File: src/hdl/tlt_pkg.sv
`timescale 1ns / 1ps
// ----------------------------------------------------------------------------
// tlt_pkg
// Shared types and constants of the target lock tracker.
// ----------------------------------------------------------------------------
package tlt_pkg;

  typedef enum logic [1:0] {
    MODE_LOST  = 2'd0,
    MODE_FOUND = 2'd1,
    MODE_DROP  = 2'd2
  } mode_e;

  localparam logic OP_LIGHT = 1'b0;
  localparam logic OP_EOF   = 1'b1;

  localparam int unsigned CFG_ADDR_BITS = 4;
  localparam int unsigned CFG_DATA_BITS = 32;

  localparam logic [1:0] REG_MIN_FOUND   = 2'd0;
  localparam logic [1:0] REG_LIMIT_FOUND = 2'd1;
  localparam logic [1:0] REG_LIMIT_DROP  = 2'd2;
  localparam logic [1:0] REG_MAX_DROP    = 2'd3;

  localparam logic [31:0] MIN_FOUND_RST   = 32'd100000;
  localparam logic [31:0] LIMIT_FOUND_RST = 32'd200000;
  localparam logic [31:0] LIMIT_DROP_RST  = 32'd1000000;
  localparam logic [31:0] MAX_DROP_RST    = 32'd500000;

endpackage

File: src/hdl/tlt_if.sv
`timescale 1ns / 1ps
// ----------------------------------------------------------------------------
// tlt_if
// Valid/ready channels: candidate and end-of-frame words in, track words out.
// ----------------------------------------------------------------------------
interface tlt_in_if #(
  parameter int unsigned COORD_BITS = 12,
  parameter int unsigned SCORE_BITS = 16,
  parameter int unsigned TIME_BITS  = 24
);
  logic                  valid;
  logic                  ready;
  logic                  opcode;
  logic [COORD_BITS-1:0] light_x;
  logic [COORD_BITS-1:0] light_y;
  logic [SCORE_BITS-1:0] light_score;
  logic [TIME_BITS-1:0]  frame_interval;

  modport source (
    output valid, opcode, light_x, light_y, light_score, frame_interval,
    input  ready
  );
  modport sink (
    input  valid, opcode, light_x, light_y, light_score, frame_interval,
    output ready
  );
endinterface

interface tlt_out_if #(
  parameter int unsigned COORD_BITS = 12
);
  logic                  valid;
  logic                  ready;
  logic                  locked;
  logic [1:0]            track_mode;
  logic [COORD_BITS-1:0] target_x;
  logic [COORD_BITS-1:0] target_y;

  modport source (
    output valid, locked, track_mode, target_x, target_y,
    input  ready
  );
  modport sink (
    input  valid, locked, track_mode, target_x, target_y,
    output ready
  );
endinterface

File: src/hdl/target_lock_tracker_unit.sv
`timescale 1ns / 1ps
// ----------------------------------------------------------------------------
// target_lock_tracker_unit
// Per-frame light target selection and lock tracking.
// ----------------------------------------------------------------------------
// Feed each frame's light candidates, then one end-of-frame word carrying the
// frame interval in microseconds. Each input word lands in an input register,
// and from there a single pass of logic updates the frame's best-score and
// nearest candidate or, for an end-of-frame word, the track mode, accumulators
// and held position; mode and position go into the output register.
// Candidates give no output word; each end-of-frame word gives one, by way of
// the input and output registers. Input ready stays high at one word per cycle
// and drops only while an end-of-frame word waits behind an output word that
// has not been taken. Thresholds are to be written over APB only while the
// unit is idle; the unit itself does not enforce this.
module target_lock_tracker_unit
  import tlt_pkg::*;
#(
  parameter int unsigned COORD_BITS = 12,
  parameter int unsigned SCORE_BITS = 16,
  parameter int unsigned TIME_BITS  = 24
) (
  input  logic                     clk_i,
  input  logic                     rst_ni,
  tlt_in_if.sink                   in_i,
  tlt_out_if.source                out_o,
  input  logic                     psel,
  input  logic                     penable,
  input  logic                     pwrite,
  input  logic [CFG_ADDR_BITS-1:0] paddr,
  input  logic [CFG_DATA_BITS-1:0] pwdata,
  output logic [CFG_DATA_BITS-1:0] prdata,
  output logic                     pready
);

  logic                  in_vld_q, op_q;
  logic [COORD_BITS-1:0] x_q, y_q;
  logic [SCORE_BITS-1:0] score_q;
  logic [TIME_BITS-1:0]  intv_q;
  logic                  in_rdy, advance, do_light, do_eof;

  logic                  out_vld_q, status_q;
  logic [1:0]            tmode_q;
  logic [COORD_BITS-1:0] tx_q, ty_q;

  logic [TIME_BITS-1:0]  min_found, limit_found, limit_drop, max_drop;
  logic                  has_light;
  logic [COORD_BITS-1:0] best_x, best_y, near_x, near_y;
  logic [COORD_BITS-1:0] held_x, held_y, held_x_d, held_y_d;
  mode_e                 mode_d;

  assign advance  = in_vld_q && ((op_q == OP_LIGHT) || !out_vld_q || out_o.ready);
  assign in_rdy   = !in_vld_q || advance;
  assign do_light = advance && (op_q == OP_LIGHT);
  assign do_eof   = advance && (op_q == OP_EOF);
  assign in_i.ready = in_rdy;

  always_ff @(posedge clk_i or negedge rst_ni) begin
    if (!rst_ni) begin
      in_vld_q <= 1'b0;
    end else if (in_rdy) begin
      in_vld_q <= in_i.valid;
    end
  end

  always_ff @(posedge clk_i) begin
    if (in_rdy && in_i.valid) begin
      op_q    <= in_i.opcode;
      x_q     <= in_i.light_x;
      y_q     <= in_i.light_y;
      score_q <= in_i.light_score;
      intv_q  <= in_i.frame_interval;
    end
  end

  tlt_cfg_regs #(
    .TIME_BITS (TIME_BITS)
  ) u_cfg (
    .clk_i         (clk_i),
    .rst_ni        (rst_ni),
    .psel          (psel),
    .penable       (penable),
    .pwrite        (pwrite),
    .paddr         (paddr),
    .pwdata        (pwdata),
    .prdata        (prdata),
    .pready        (pready),
    .min_found_o   (min_found),
    .limit_found_o (limit_found),
    .limit_drop_o  (limit_drop),
    .max_drop_o    (max_drop)
  );

  tlt_frame_acc #(
    .COORD_BITS (COORD_BITS),
    .SCORE_BITS (SCORE_BITS)
  ) u_frame (
    .clk_i       (clk_i),
    .rst_ni      (rst_ni),
    .light_i     (do_light),
    .clear_i     (do_eof),
    .x_i         (x_q),
    .y_i         (y_q),
    .score_i     (score_q),
    .held_x_i    (held_x),
    .held_y_i    (held_y),
    .has_light_o (has_light),
    .best_x_o    (best_x),
    .best_y_o    (best_y),
    .near_x_o    (near_x),
    .near_y_o    (near_y)
  );

  tlt_track #(
    .COORD_BITS (COORD_BITS),
    .TIME_BITS  (TIME_BITS)
  ) u_track (
    .clk_i         (clk_i),
    .rst_ni        (rst_ni),
    .eof_i         (do_eof),
    .interval_i    (intv_q),
    .min_found_i   (min_found),
    .limit_found_i (limit_found),
    .limit_drop_i  (limit_drop),
    .max_drop_i    (max_drop),
    .has_light_i   (has_light),
    .best_x_i      (best_x),
    .best_y_i      (best_y),
    .near_x_i      (near_x),
    .near_y_i      (near_y),
    .held_x_o      (held_x),
    .held_y_o      (held_y),
    .mode_d_o      (mode_d),
    .held_x_d_o    (held_x_d),
    .held_y_d_o    (held_y_d)
  );

  always_ff @(posedge clk_i or negedge rst_ni) begin
    if (!rst_ni) begin
      out_vld_q <= 1'b0;
    end else if (do_eof) begin
      out_vld_q <= 1'b1;
    end else if (out_o.ready) begin
      out_vld_q <= 1'b0;
    end
  end

  always_ff @(posedge clk_i) begin
    if (do_eof) begin
      status_q <= (mode_d != MODE_LOST);
      tmode_q  <= mode_d;
      tx_q     <= held_x_d;
      ty_q     <= held_y_d;
    end
  end

  assign out_o.valid      = out_vld_q;
  assign out_o.locked     = status_q;
  assign out_o.track_mode = tmode_q;
  assign out_o.target_x   = tx_q;
  assign out_o.target_y   = ty_q;

endmodule

File: src/hdl/tlt_cfg_regs.sv
`timescale 1ns / 1ps
// ----------------------------------------------------------------------------
// tlt_cfg_regs
// APB register file holding the four time thresholds.
// ----------------------------------------------------------------------------
module tlt_cfg_regs
  import tlt_pkg::*;
#(
  parameter int unsigned TIME_BITS = 24
) (
  input  logic                     clk_i,
  input  logic                     rst_ni,
  input  logic                     psel,
  input  logic                     penable,
  input  logic                     pwrite,
  input  logic [CFG_ADDR_BITS-1:0] paddr,
  input  logic [CFG_DATA_BITS-1:0] pwdata,
  output logic [CFG_DATA_BITS-1:0] prdata,
  output logic                     pready,
  output logic [TIME_BITS-1:0]     min_found_o,
  output logic [TIME_BITS-1:0]     limit_found_o,
  output logic [TIME_BITS-1:0]     limit_drop_o,
  output logic [TIME_BITS-1:0]     max_drop_o
);

  logic [TIME_BITS-1:0] min_found_q, limit_found_q, limit_drop_q, max_drop_q;
  logic [TIME_BITS-1:0] rd_val;
  logic [1:0]           idx;
  logic                 wr_en;

  assign idx    = paddr[3:2];
  assign wr_en  = psel && penable && pwrite;
  assign pready = 1'b1;

  always_ff @(posedge clk_i or negedge rst_ni) begin
    if (!rst_ni) begin
      min_found_q   <= MIN_FOUND_RST[TIME_BITS-1:0];
      limit_found_q <= LIMIT_FOUND_RST[TIME_BITS-1:0];
      limit_drop_q  <= LIMIT_DROP_RST[TIME_BITS-1:0];
      max_drop_q    <= MAX_DROP_RST[TIME_BITS-1:0];
    end else if (wr_en) begin
      case (idx)
        REG_MIN_FOUND:   min_found_q   <= pwdata[TIME_BITS-1:0];
        REG_LIMIT_FOUND: limit_found_q <= pwdata[TIME_BITS-1:0];
        REG_LIMIT_DROP:  limit_drop_q  <= pwdata[TIME_BITS-1:0];
        REG_MAX_DROP:    max_drop_q    <= pwdata[TIME_BITS-1:0];
        default: ;
      endcase
    end
  end

  always_comb begin
    case (idx)
      REG_MIN_FOUND:   rd_val = min_found_q;
      REG_LIMIT_FOUND: rd_val = limit_found_q;
      REG_LIMIT_DROP:  rd_val = limit_drop_q;
      REG_MAX_DROP:    rd_val = max_drop_q;
      default:         rd_val = '0;
    endcase
  end

  assign prdata        = CFG_DATA_BITS'(rd_val);
  assign min_found_o   = min_found_q;
  assign limit_found_o = limit_found_q;
  assign limit_drop_o  = limit_drop_q;
  assign max_drop_o    = max_drop_q;

endmodule

File: src/hdl/tlt_frame_acc.sv
`timescale 1ns / 1ps
// ----------------------------------------------------------------------------
// tlt_frame_acc
// Running best-score and nearest-to-held candidate of the current frame.
// ----------------------------------------------------------------------------
module tlt_frame_acc
  import tlt_pkg::*;
#(
  parameter int unsigned COORD_BITS = 12,
  parameter int unsigned SCORE_BITS = 16
) (
  input  logic                  clk_i,
  input  logic                  rst_ni,
  input  logic                  light_i,
  input  logic                  clear_i,
  input  logic [COORD_BITS-1:0] x_i,
  input  logic [COORD_BITS-1:0] y_i,
  input  logic [SCORE_BITS-1:0] score_i,
  input  logic [COORD_BITS-1:0] held_x_i,
  input  logic [COORD_BITS-1:0] held_y_i,
  output logic                  has_light_o,
  output logic [COORD_BITS-1:0] best_x_o,
  output logic [COORD_BITS-1:0] best_y_o,
  output logic [COORD_BITS-1:0] near_x_o,
  output logic [COORD_BITS-1:0] near_y_o
);

  localparam int unsigned DIST_BITS = 2 * COORD_BITS + 1;

  logic                  has_q;
  logic [SCORE_BITS-1:0] best_sc_q;
  logic [COORD_BITS-1:0] best_x_q, best_y_q, near_x_q, near_y_q;
  logic [DIST_BITS-1:0]  near_d_q;
  logic [COORD_BITS-1:0] dx, dy;
  logic [DIST_BITS-1:0]  sq_dist;
  logic                  take_best, take_near;

  assign dx      = (x_i > held_x_i) ? (x_i - held_x_i) : (held_x_i - x_i);
  assign dy      = (y_i > held_y_i) ? (y_i - held_y_i) : (held_y_i - y_i);
  assign sq_dist = DIST_BITS'(dx) * DIST_BITS'(dx) + DIST_BITS'(dy) * DIST_BITS'(dy);

  assign take_best = score_i > best_sc_q;
  assign take_near = !has_q || (sq_dist < near_d_q);

  always_ff @(posedge clk_i or negedge rst_ni) begin
    if (!rst_ni) begin
      has_q     <= 1'b0;
      best_sc_q <= '0;
      best_x_q  <= '0;
      best_y_q  <= '0;
      near_d_q  <= '1;
      near_x_q  <= '0;
      near_y_q  <= '0;
    end else if (clear_i) begin
      has_q     <= 1'b0;
      best_sc_q <= '0;
      best_x_q  <= '0;
      best_y_q  <= '0;
      near_d_q  <= '1;
      near_x_q  <= '0;
      near_y_q  <= '0;
    end else if (light_i) begin
      has_q <= 1'b1;
      if (take_best) begin
        best_sc_q <= score_i;
        best_x_q  <= x_i;
        best_y_q  <= y_i;
      end
      if (take_near) begin
        near_d_q <= sq_dist;
        near_x_q <= x_i;
        near_y_q <= y_i;
      end
    end
  end

  assign has_light_o = has_q;
  assign best_x_o    = best_x_q;
  assign best_y_o    = best_y_q;
  assign near_x_o    = near_x_q;
  assign near_y_o    = near_y_q;

endmodule

File: src/hdl/tlt_track.sv
`timescale 1ns / 1ps
// ----------------------------------------------------------------------------
// tlt_track
// Lost/found/drop mode, time accumulators and held target position.
// ----------------------------------------------------------------------------
module tlt_track
  import tlt_pkg::*;
#(
  parameter int unsigned COORD_BITS = 12,
  parameter int unsigned TIME_BITS  = 24
) (
  input  logic                  clk_i,
  input  logic                  rst_ni,
  input  logic                  eof_i,
  input  logic [TIME_BITS-1:0]  interval_i,
  input  logic [TIME_BITS-1:0]  min_found_i,
  input  logic [TIME_BITS-1:0]  limit_found_i,
  input  logic [TIME_BITS-1:0]  limit_drop_i,
  input  logic [TIME_BITS-1:0]  max_drop_i,
  input  logic                  has_light_i,
  input  logic [COORD_BITS-1:0] best_x_i,
  input  logic [COORD_BITS-1:0] best_y_i,
  input  logic [COORD_BITS-1:0] near_x_i,
  input  logic [COORD_BITS-1:0] near_y_i,
  output logic [COORD_BITS-1:0] held_x_o,
  output logic [COORD_BITS-1:0] held_y_o,
  output mode_e                 mode_d_o,
  output logic [COORD_BITS-1:0] held_x_d_o,
  output logic [COORD_BITS-1:0] held_y_d_o
);

  mode_e                 mode_q, mode_d;
  logic [TIME_BITS-1:0]  found_q, found_d, drop_q, drop_d;
  logic [TIME_BITS-1:0]  found_step, drop_step;
  logic [COORD_BITS-1:0] held_x_q, held_x_d, held_y_q, held_y_d;

  // saturating accumulate, pinned at limit once reached
  function automatic logic [TIME_BITS-1:0] acc_step(
    input logic [TIME_BITS-1:0] acc,
    input logic [TIME_BITS-1:0] plus,
    input logic [TIME_BITS-1:0] limit
  );
    logic [TIME_BITS:0] s;
    s = {1'b0, acc} + {1'b0, plus};
    if (acc >= limit) begin
      return limit;
    end else if (s[TIME_BITS]) begin
      return '1;
    end else begin
      return s[TIME_BITS-1:0];
    end
  endfunction

  assign found_step = acc_step(found_q, interval_i, limit_found_i);
  assign drop_step  = acc_step(drop_q, interval_i, limit_drop_i);

  always_comb begin
    mode_d   = mode_q;
    found_d  = found_q;
    drop_d   = drop_q;
    held_x_d = held_x_q;
    held_y_d = held_y_q;
    if (mode_q == MODE_LOST) begin
      drop_d = '0;
      if (has_light_i) begin
        found_d = found_step;
        if (found_step >= min_found_i) begin
          mode_d   = MODE_FOUND;
          held_x_d = best_x_i;
          held_y_d = best_y_i;
        end
      end else begin
        found_d = '0;
      end
    end else if (has_light_i) begin
      mode_d   = MODE_FOUND;
      drop_d   = '0;
      found_d  = found_step;
      held_x_d = near_x_i;
      held_y_d = near_y_i;
    end else begin
      mode_d  = MODE_DROP;
      found_d = '0;
      drop_d  = drop_step;
    end
    if (drop_d >= max_drop_i) begin
      mode_d   = MODE_LOST;
      found_d  = '0;
      drop_d   = '0;
      held_x_d = '0;
      held_y_d = '0;
    end
  end

  always_ff @(posedge clk_i or negedge rst_ni) begin
    if (!rst_ni) begin
      mode_q   <= MODE_LOST;
      found_q  <= '0;
      drop_q   <= '0;
      held_x_q <= '0;
      held_y_q <= '0;
    end else if (eof_i) begin
      mode_q   <= mode_d;
      found_q  <= found_d;
      drop_q   <= drop_d;
      held_x_q <= held_x_d;
      held_y_q <= held_y_d;
    end
  end

  assign held_x_o   = held_x_q;
  assign held_y_o   = held_y_q;
  assign mode_d_o   = mode_d;
  assign held_x_d_o = held_x_d;
  assign held_y_d_o = held_y_d;

endmodule
File: src/flat_wrapper.sv
// flat-port wrapper written by rule: the top's interface ports become plain ports
module target_lock_tracker_unit_flat import tlt_pkg::*;
#(
  parameter int unsigned COORD_BITS = 12,
  parameter int unsigned SCORE_BITS = 16,
  parameter int unsigned TIME_BITS  = 24
)
  (clk_i, rst_ni, psel, penable, pwrite, paddr, pwdata, prdata, pready, in_i_valid, in_i_opcode, in_i_light_x, in_i_light_y, in_i_light_score, in_i_frame_interval, in_i_ready, out_o_valid, out_o_locked, out_o_track_mode, out_o_target_x, out_o_target_y, out_o_ready);
  tlt_in_if #(.COORD_BITS(COORD_BITS), .SCORE_BITS(SCORE_BITS), .TIME_BITS(TIME_BITS)) in_i_i ();
  tlt_out_if #(.COORD_BITS(COORD_BITS)) out_o_i ();
  input  logic clk_i;
  input  logic rst_ni;
  input  logic psel;
  input  logic penable;
  input  logic pwrite;
  input  logic [CFG_ADDR_BITS-1:0] paddr;
  input  logic [CFG_DATA_BITS-1:0] pwdata;
  output logic [CFG_DATA_BITS-1:0] prdata;
  output logic pready;
  input wire logic [$bits(in_i_i.valid)-1:0] in_i_valid;
  input wire logic [$bits(in_i_i.opcode)-1:0] in_i_opcode;
  input wire logic [$bits(in_i_i.light_x)-1:0] in_i_light_x;
  input wire logic [$bits(in_i_i.light_y)-1:0] in_i_light_y;
  input wire logic [$bits(in_i_i.light_score)-1:0] in_i_light_score;
  input wire logic [$bits(in_i_i.frame_interval)-1:0] in_i_frame_interval;
  output wire logic [$bits(in_i_i.ready)-1:0] in_i_ready;
  output wire logic [$bits(out_o_i.valid)-1:0] out_o_valid;
  output wire logic [$bits(out_o_i.locked)-1:0] out_o_locked;
  output wire logic [$bits(out_o_i.track_mode)-1:0] out_o_track_mode;
  output wire logic [$bits(out_o_i.target_x)-1:0] out_o_target_x;
  output wire logic [$bits(out_o_i.target_y)-1:0] out_o_target_y;
  input wire logic [$bits(out_o_i.ready)-1:0] out_o_ready;
  assign in_i_i.valid = in_i_valid;
  assign in_i_i.opcode = in_i_opcode;
  assign in_i_i.light_x = in_i_light_x;
  assign in_i_i.light_y = in_i_light_y;
  assign in_i_i.light_score = in_i_light_score;
  assign in_i_i.frame_interval = in_i_frame_interval;
  assign in_i_ready = in_i_i.ready;
  assign out_o_valid = out_o_i.valid;
  assign out_o_locked = out_o_i.locked;
  assign out_o_track_mode = out_o_i.track_mode;
  assign out_o_target_x = out_o_i.target_x;
  assign out_o_target_y = out_o_i.target_y;
  assign out_o_i.ready = out_o_ready;
  target_lock_tracker_unit #(.COORD_BITS(COORD_BITS), .SCORE_BITS(SCORE_BITS), .TIME_BITS(TIME_BITS)) u_core (.clk_i(clk_i), .rst_ni(rst_ni), .in_i(in_i_i), .out_o(out_o_i), .psel(psel), .penable(penable), .pwrite(pwrite), .paddr(paddr), .pwdata(pwdata), .prdata(prdata), .pready(pready));
endmodule
File: config.mk
export PLATFORM = sky130hd
export DESIGN_NAME = target_lock_tracker_unit_flat
export DESIGN_NICKNAME = d
export VERILOG_FILES = /design/src/hdl/tlt_pkg.sv /design/src/hdl/tlt_if.sv /design/src/hdl/target_lock_tracker_unit.sv /design/src/hdl/tlt_cfg_regs.sv /design/src/hdl/tlt_frame_acc.sv /design/src/hdl/tlt_track.sv /design/src/flat_wrapper.sv
export SDC_FILE = /design/constraint.sdc
export NUM_CORES = 1
export LEC_CHECK = 0
export BUFFER_PORTS_ARGS = -buffer_cell sky130_fd_sc_hd__buf_2
export CORE_ASPECT_RATIO = 1.4
export CORE_MARGIN = 2
export CORE_UTILIZATION = 41
export CTS_CLUSTER_DIAMETER = 120
export DETAILED_ROUTE_END_ITERATION = 10
export PLACE_DENSITY = 0.57
export SKIP_LAST_GASP = 1
export SLEW_MARGIN = 15
export SYNTH_ARGS = -nofsm -noshare
export SYNTH_HDL_FRONTEND = slang
export SYNTH_SLANG_ARGS = --single-unit
File: constraint.sdc
create_clock -name clk_i -period 13.91 [get_ports clk_i]
set_input_delay 2.782 -clock clk_i [delete_from_list [all_inputs] [get_ports clk_i]]
set_output_delay 2.782 -clock clk_i [all_outputs]
set_load 0.01 [all_outputs]
==> impl_metrics.yaml <==
final_layout:
  n_antenna_cell: 0
  layout_common_cells: "484 x inv_1, 337 x ha_1, 211 x dfrtp_1, 206 x fa_1, 191 x nor2_1"
  syn2layout_area_growth_pct: 10.36
  final_common_cell: "inv_1"
  num-nets-final: 3784
  utilization: 0.4551
  multiInputGateArea_sq_mm: 0.01820
  layout-drive-gt1-share: 0.1386
  fin_cells: 4113
  nFillCells: 6942
  regArea_sq_mm: 0.009383
placement:
  place_ws_ps: 1551
  place_congestion: 0.9480
  port_buffers: 150
  place_inst: 4047
  place_hpwl_mm: 66.61
drt:
  drtIter0Drc: 1102
  drc_errors: 0
  vias: 22780
  viasPerCell: 5.539
  wl_per_cell_um: 20.93
  ant_nets: 0
  routed_wl_mm: 86.09
  dr.pass1.iters: 5
cts:
  clk_pin_slew_worst_paths_ps: 70
  ctsResizeCount: 0
  clock_latency_ps: 590
  cts.sinks: 354
  post_cts_buffers: 0
  ctsHoldBuffers: 0
  root_buffer: "clkbuf_16"
  cts_tree: "built"
  cts_max_level: 2
  cts_max_path_buffers: 3
  numCtsBuffers: 36
synth:
  ys_ff_latch: 354
  synth-main-ff-cell: "dfrtp_1"
  synth-edff-count: 92
  synth_fa_ha_area_frac: 0.2797
  syn_avg_cell_area_sq_um: 9.888
  async_reset_ff_frac: 0.7401
  synth_compound_area_frac: 0.1649
  synth-simple-area-share: 0.09188
  seq_area_frac_synth: 0.3146
  synth_cell_types: 85
  synthCells: 3016
  synthXorXnorAreaFrac: 0.02547
  synth_warnings: 0
  syn_area_sq_mm: 0.02982
  synth_top_family_by_area: "adder cells"
  synth.area.mux_share: 0.04376
timing:
  fmax_mhz: 80.25
  timing.final.ws_setup_ps: 1450
  finalCritPeriodShare: 0.8958
  slew_headroom: 0.2765
  skew_ps: 44.48
  setup_tns_ps: 0
  finalMaxSlewViolations: 0
  finalHoldViolations: 0
  tightest_slew_ps: 1085
  finalCriticalPeriod_ps: 12460
  rsz0062_at_grt: "false"
  setup_violations: 0
global_route:
  grt_pass1_vias: 24650
  grt_pass1_wl_mm: 136.3
  antenna_found_initial: 5
  grt_max_degree: 124
  grtUsageTotal: 0.2335
  overflow: 0
worst_setup_path:
  rr_worst_depth: 36
  crit_family: "adder cells"
  worstPathArrival_ps: 12910
  critPathMaxFanout: 34
  r2r_setup_slack_ps: 1450
  slowest_delay_ps: 680
  critPathKind: "reg2reg"
  cpMaxStageDelayCell: "xnor2_2"
  cp_num_buf_inv: 7
  required_ps: 14360
  end_kind: "register"
  worstReg2RegEnd: "u_core.u_frame.near_y_o[11]"
  r2r-start: "u_core.x_q[0]"
  worst_path_most_repeated_cell: "fa_1"
  cp-start-kind: "register"
hold_path:
  worstHoldEndpoint: "u_core.u_frame.near_y_o[6]"
  hp-start: "u_core.u_frame.near_y_o[6]"
  hold-path-cell-count: 2
  hold_path.class: "reg2reg"
floorplanning:
  core_area_sq_mm: 0.07232
  dieArea_sq_mm: 0.07494
  start_util: 0.4124
  die_w_um: 231.9
  row_count: 117
  fp.dieH_um: 323.1
  ioPinCount: 170
status:
  status: "finished, final reports clean"
flow_run:
  maxCapViolCount: 0
## worst max-delay path by stage
stage | start | endpoint | slack [ps] | depth (start not counted)
after global routing | u_core.x_q[0] | u_core.u_frame.near_y_o[11] | 750 | 38
final | u_core.x_q[0] | u_core.u_frame.near_y_o[11] | 1450 | 36
after floorplan | u_core.x_q[0] | u_core.u_frame.near_x_o[0] | 3690 | 42
after CTS | u_core.x_q[0] | u_core.u_frame.near_y_o[11] | 1510 | 36
after global placement | u_core.x_q[0] | u_core.u_frame.near_y_o[11] | 1610 | 36
after detailed placement | u_core.x_q[0] | u_core.u_frame.near_y_o[7] | 1550 | 37
## cell usage after synthesis, types with 20 or more instances
master | instances | area (sq um)
o31ai_1 | 45 | 337.8
nand2_1 | 192 | 720.7
a22oi_1 | 20 | 150.1
fa_1 | 206 | 4124
xor2_1 | 22 | 192.7
a21oi_1 | 108 | 540.5
a211oi_1 | 41 | 307.8
mux4_2 | 24 | 540.5
clkbuf_1 | 85 | 319.1
o2bb2ai_1 | 24 | 210.2
nand4_1 | 43 | 269.0
dfrtp_1 | 211 | 5280
edfxtp_1 | 92 | 2763
o21a_1 | 25 | 187.7
o22ai_1 | 46 | 287.8
nand3_1 | 23 | 115.1
nand2b_1 | 42 | 262.8
dfstp_2 | 51 | 1340
o21ai_0 | 182 | 910.9
inv_1 | 485 | 1821
mux2_2 | 56 | 630.6
nor2_1 | 191 | 716.9
xnor2_1 | 61 | 534.3
a22o_1 | 47 | 411.6
nor3_1 | 25 | 125.1
ha_1 | 337 | 4217
a21o_1 | 67 | 503.0
## worst min-delay path: cells and delay by family, from the launching register on
kind | cells | cell delay, ps
AO/OA/AOI/OAI | 1 | 60
flip-flops | 1 | 340
AND/OR/NAND/NOR | 1 | 50
## cell type report
cell class / count / area share
multi-input cells: 2056 / 0.5530
well taps: 952 / 0.03619
flip-flops and latches: 354 / 0.2851
inverters: 495 / 0.05653
repair buffers: 190 / 0.03224
clock buffers: 40 / 0.02783
clock inverters: 26 / 0.009162
## per-stage QoR
stage | area, sq um | hold WS, ps
6_report | 32910 | 483.5
5_1_grt | 32910 | 500.9
4_1_cts | 32910 | 485.1
3_5_place_dp | 31690 | 467.5
3_3_place_gp | 31690 | 459.7
2_1_floorplan | 29850 | 448.9
## per-layer routing
metal | GRT usage | part of all wire
met4 | 0.1021 | 0.046
met1 | 0.2653 | 0.39
met2 | 0.4387 | 0.53
met3 | 0.02442 | 0.037
met5 | 0 | 0.00082
## flip-flops by register name, summed over array words and instances, names as in the netlist, 16 cells and up
name / count
u_core.u_frame.best_sc_q: 16
u_core.u_cfg.limit_found_o: 24
u_core.intv_q: 24
u_core.u_cfg.max_drop_o: 24
u_core.u_track.found_q: 24
u_core.u_frame.near_d_q: 25
u_core.u_cfg.limit_drop_o: 24
u_core.score_q: 16
u_core.u_cfg.min_found_o: 24
u_core.u_track.drop_q: 24
## cell families after synthesis
family | after synthesis
buffers and inverters | 613
multiplexers | 93
other | 2
AO/OA/AOI/OAI | 732
adder cells (fa/ha/maj) | 543
AND/OR/NAND/NOR | 594
XOR/XNOR | 85
flip-flops | 354
Power is not shown: default switching activity piles up to over one toggle a cycle in this logic, so the estimate is an artifact.
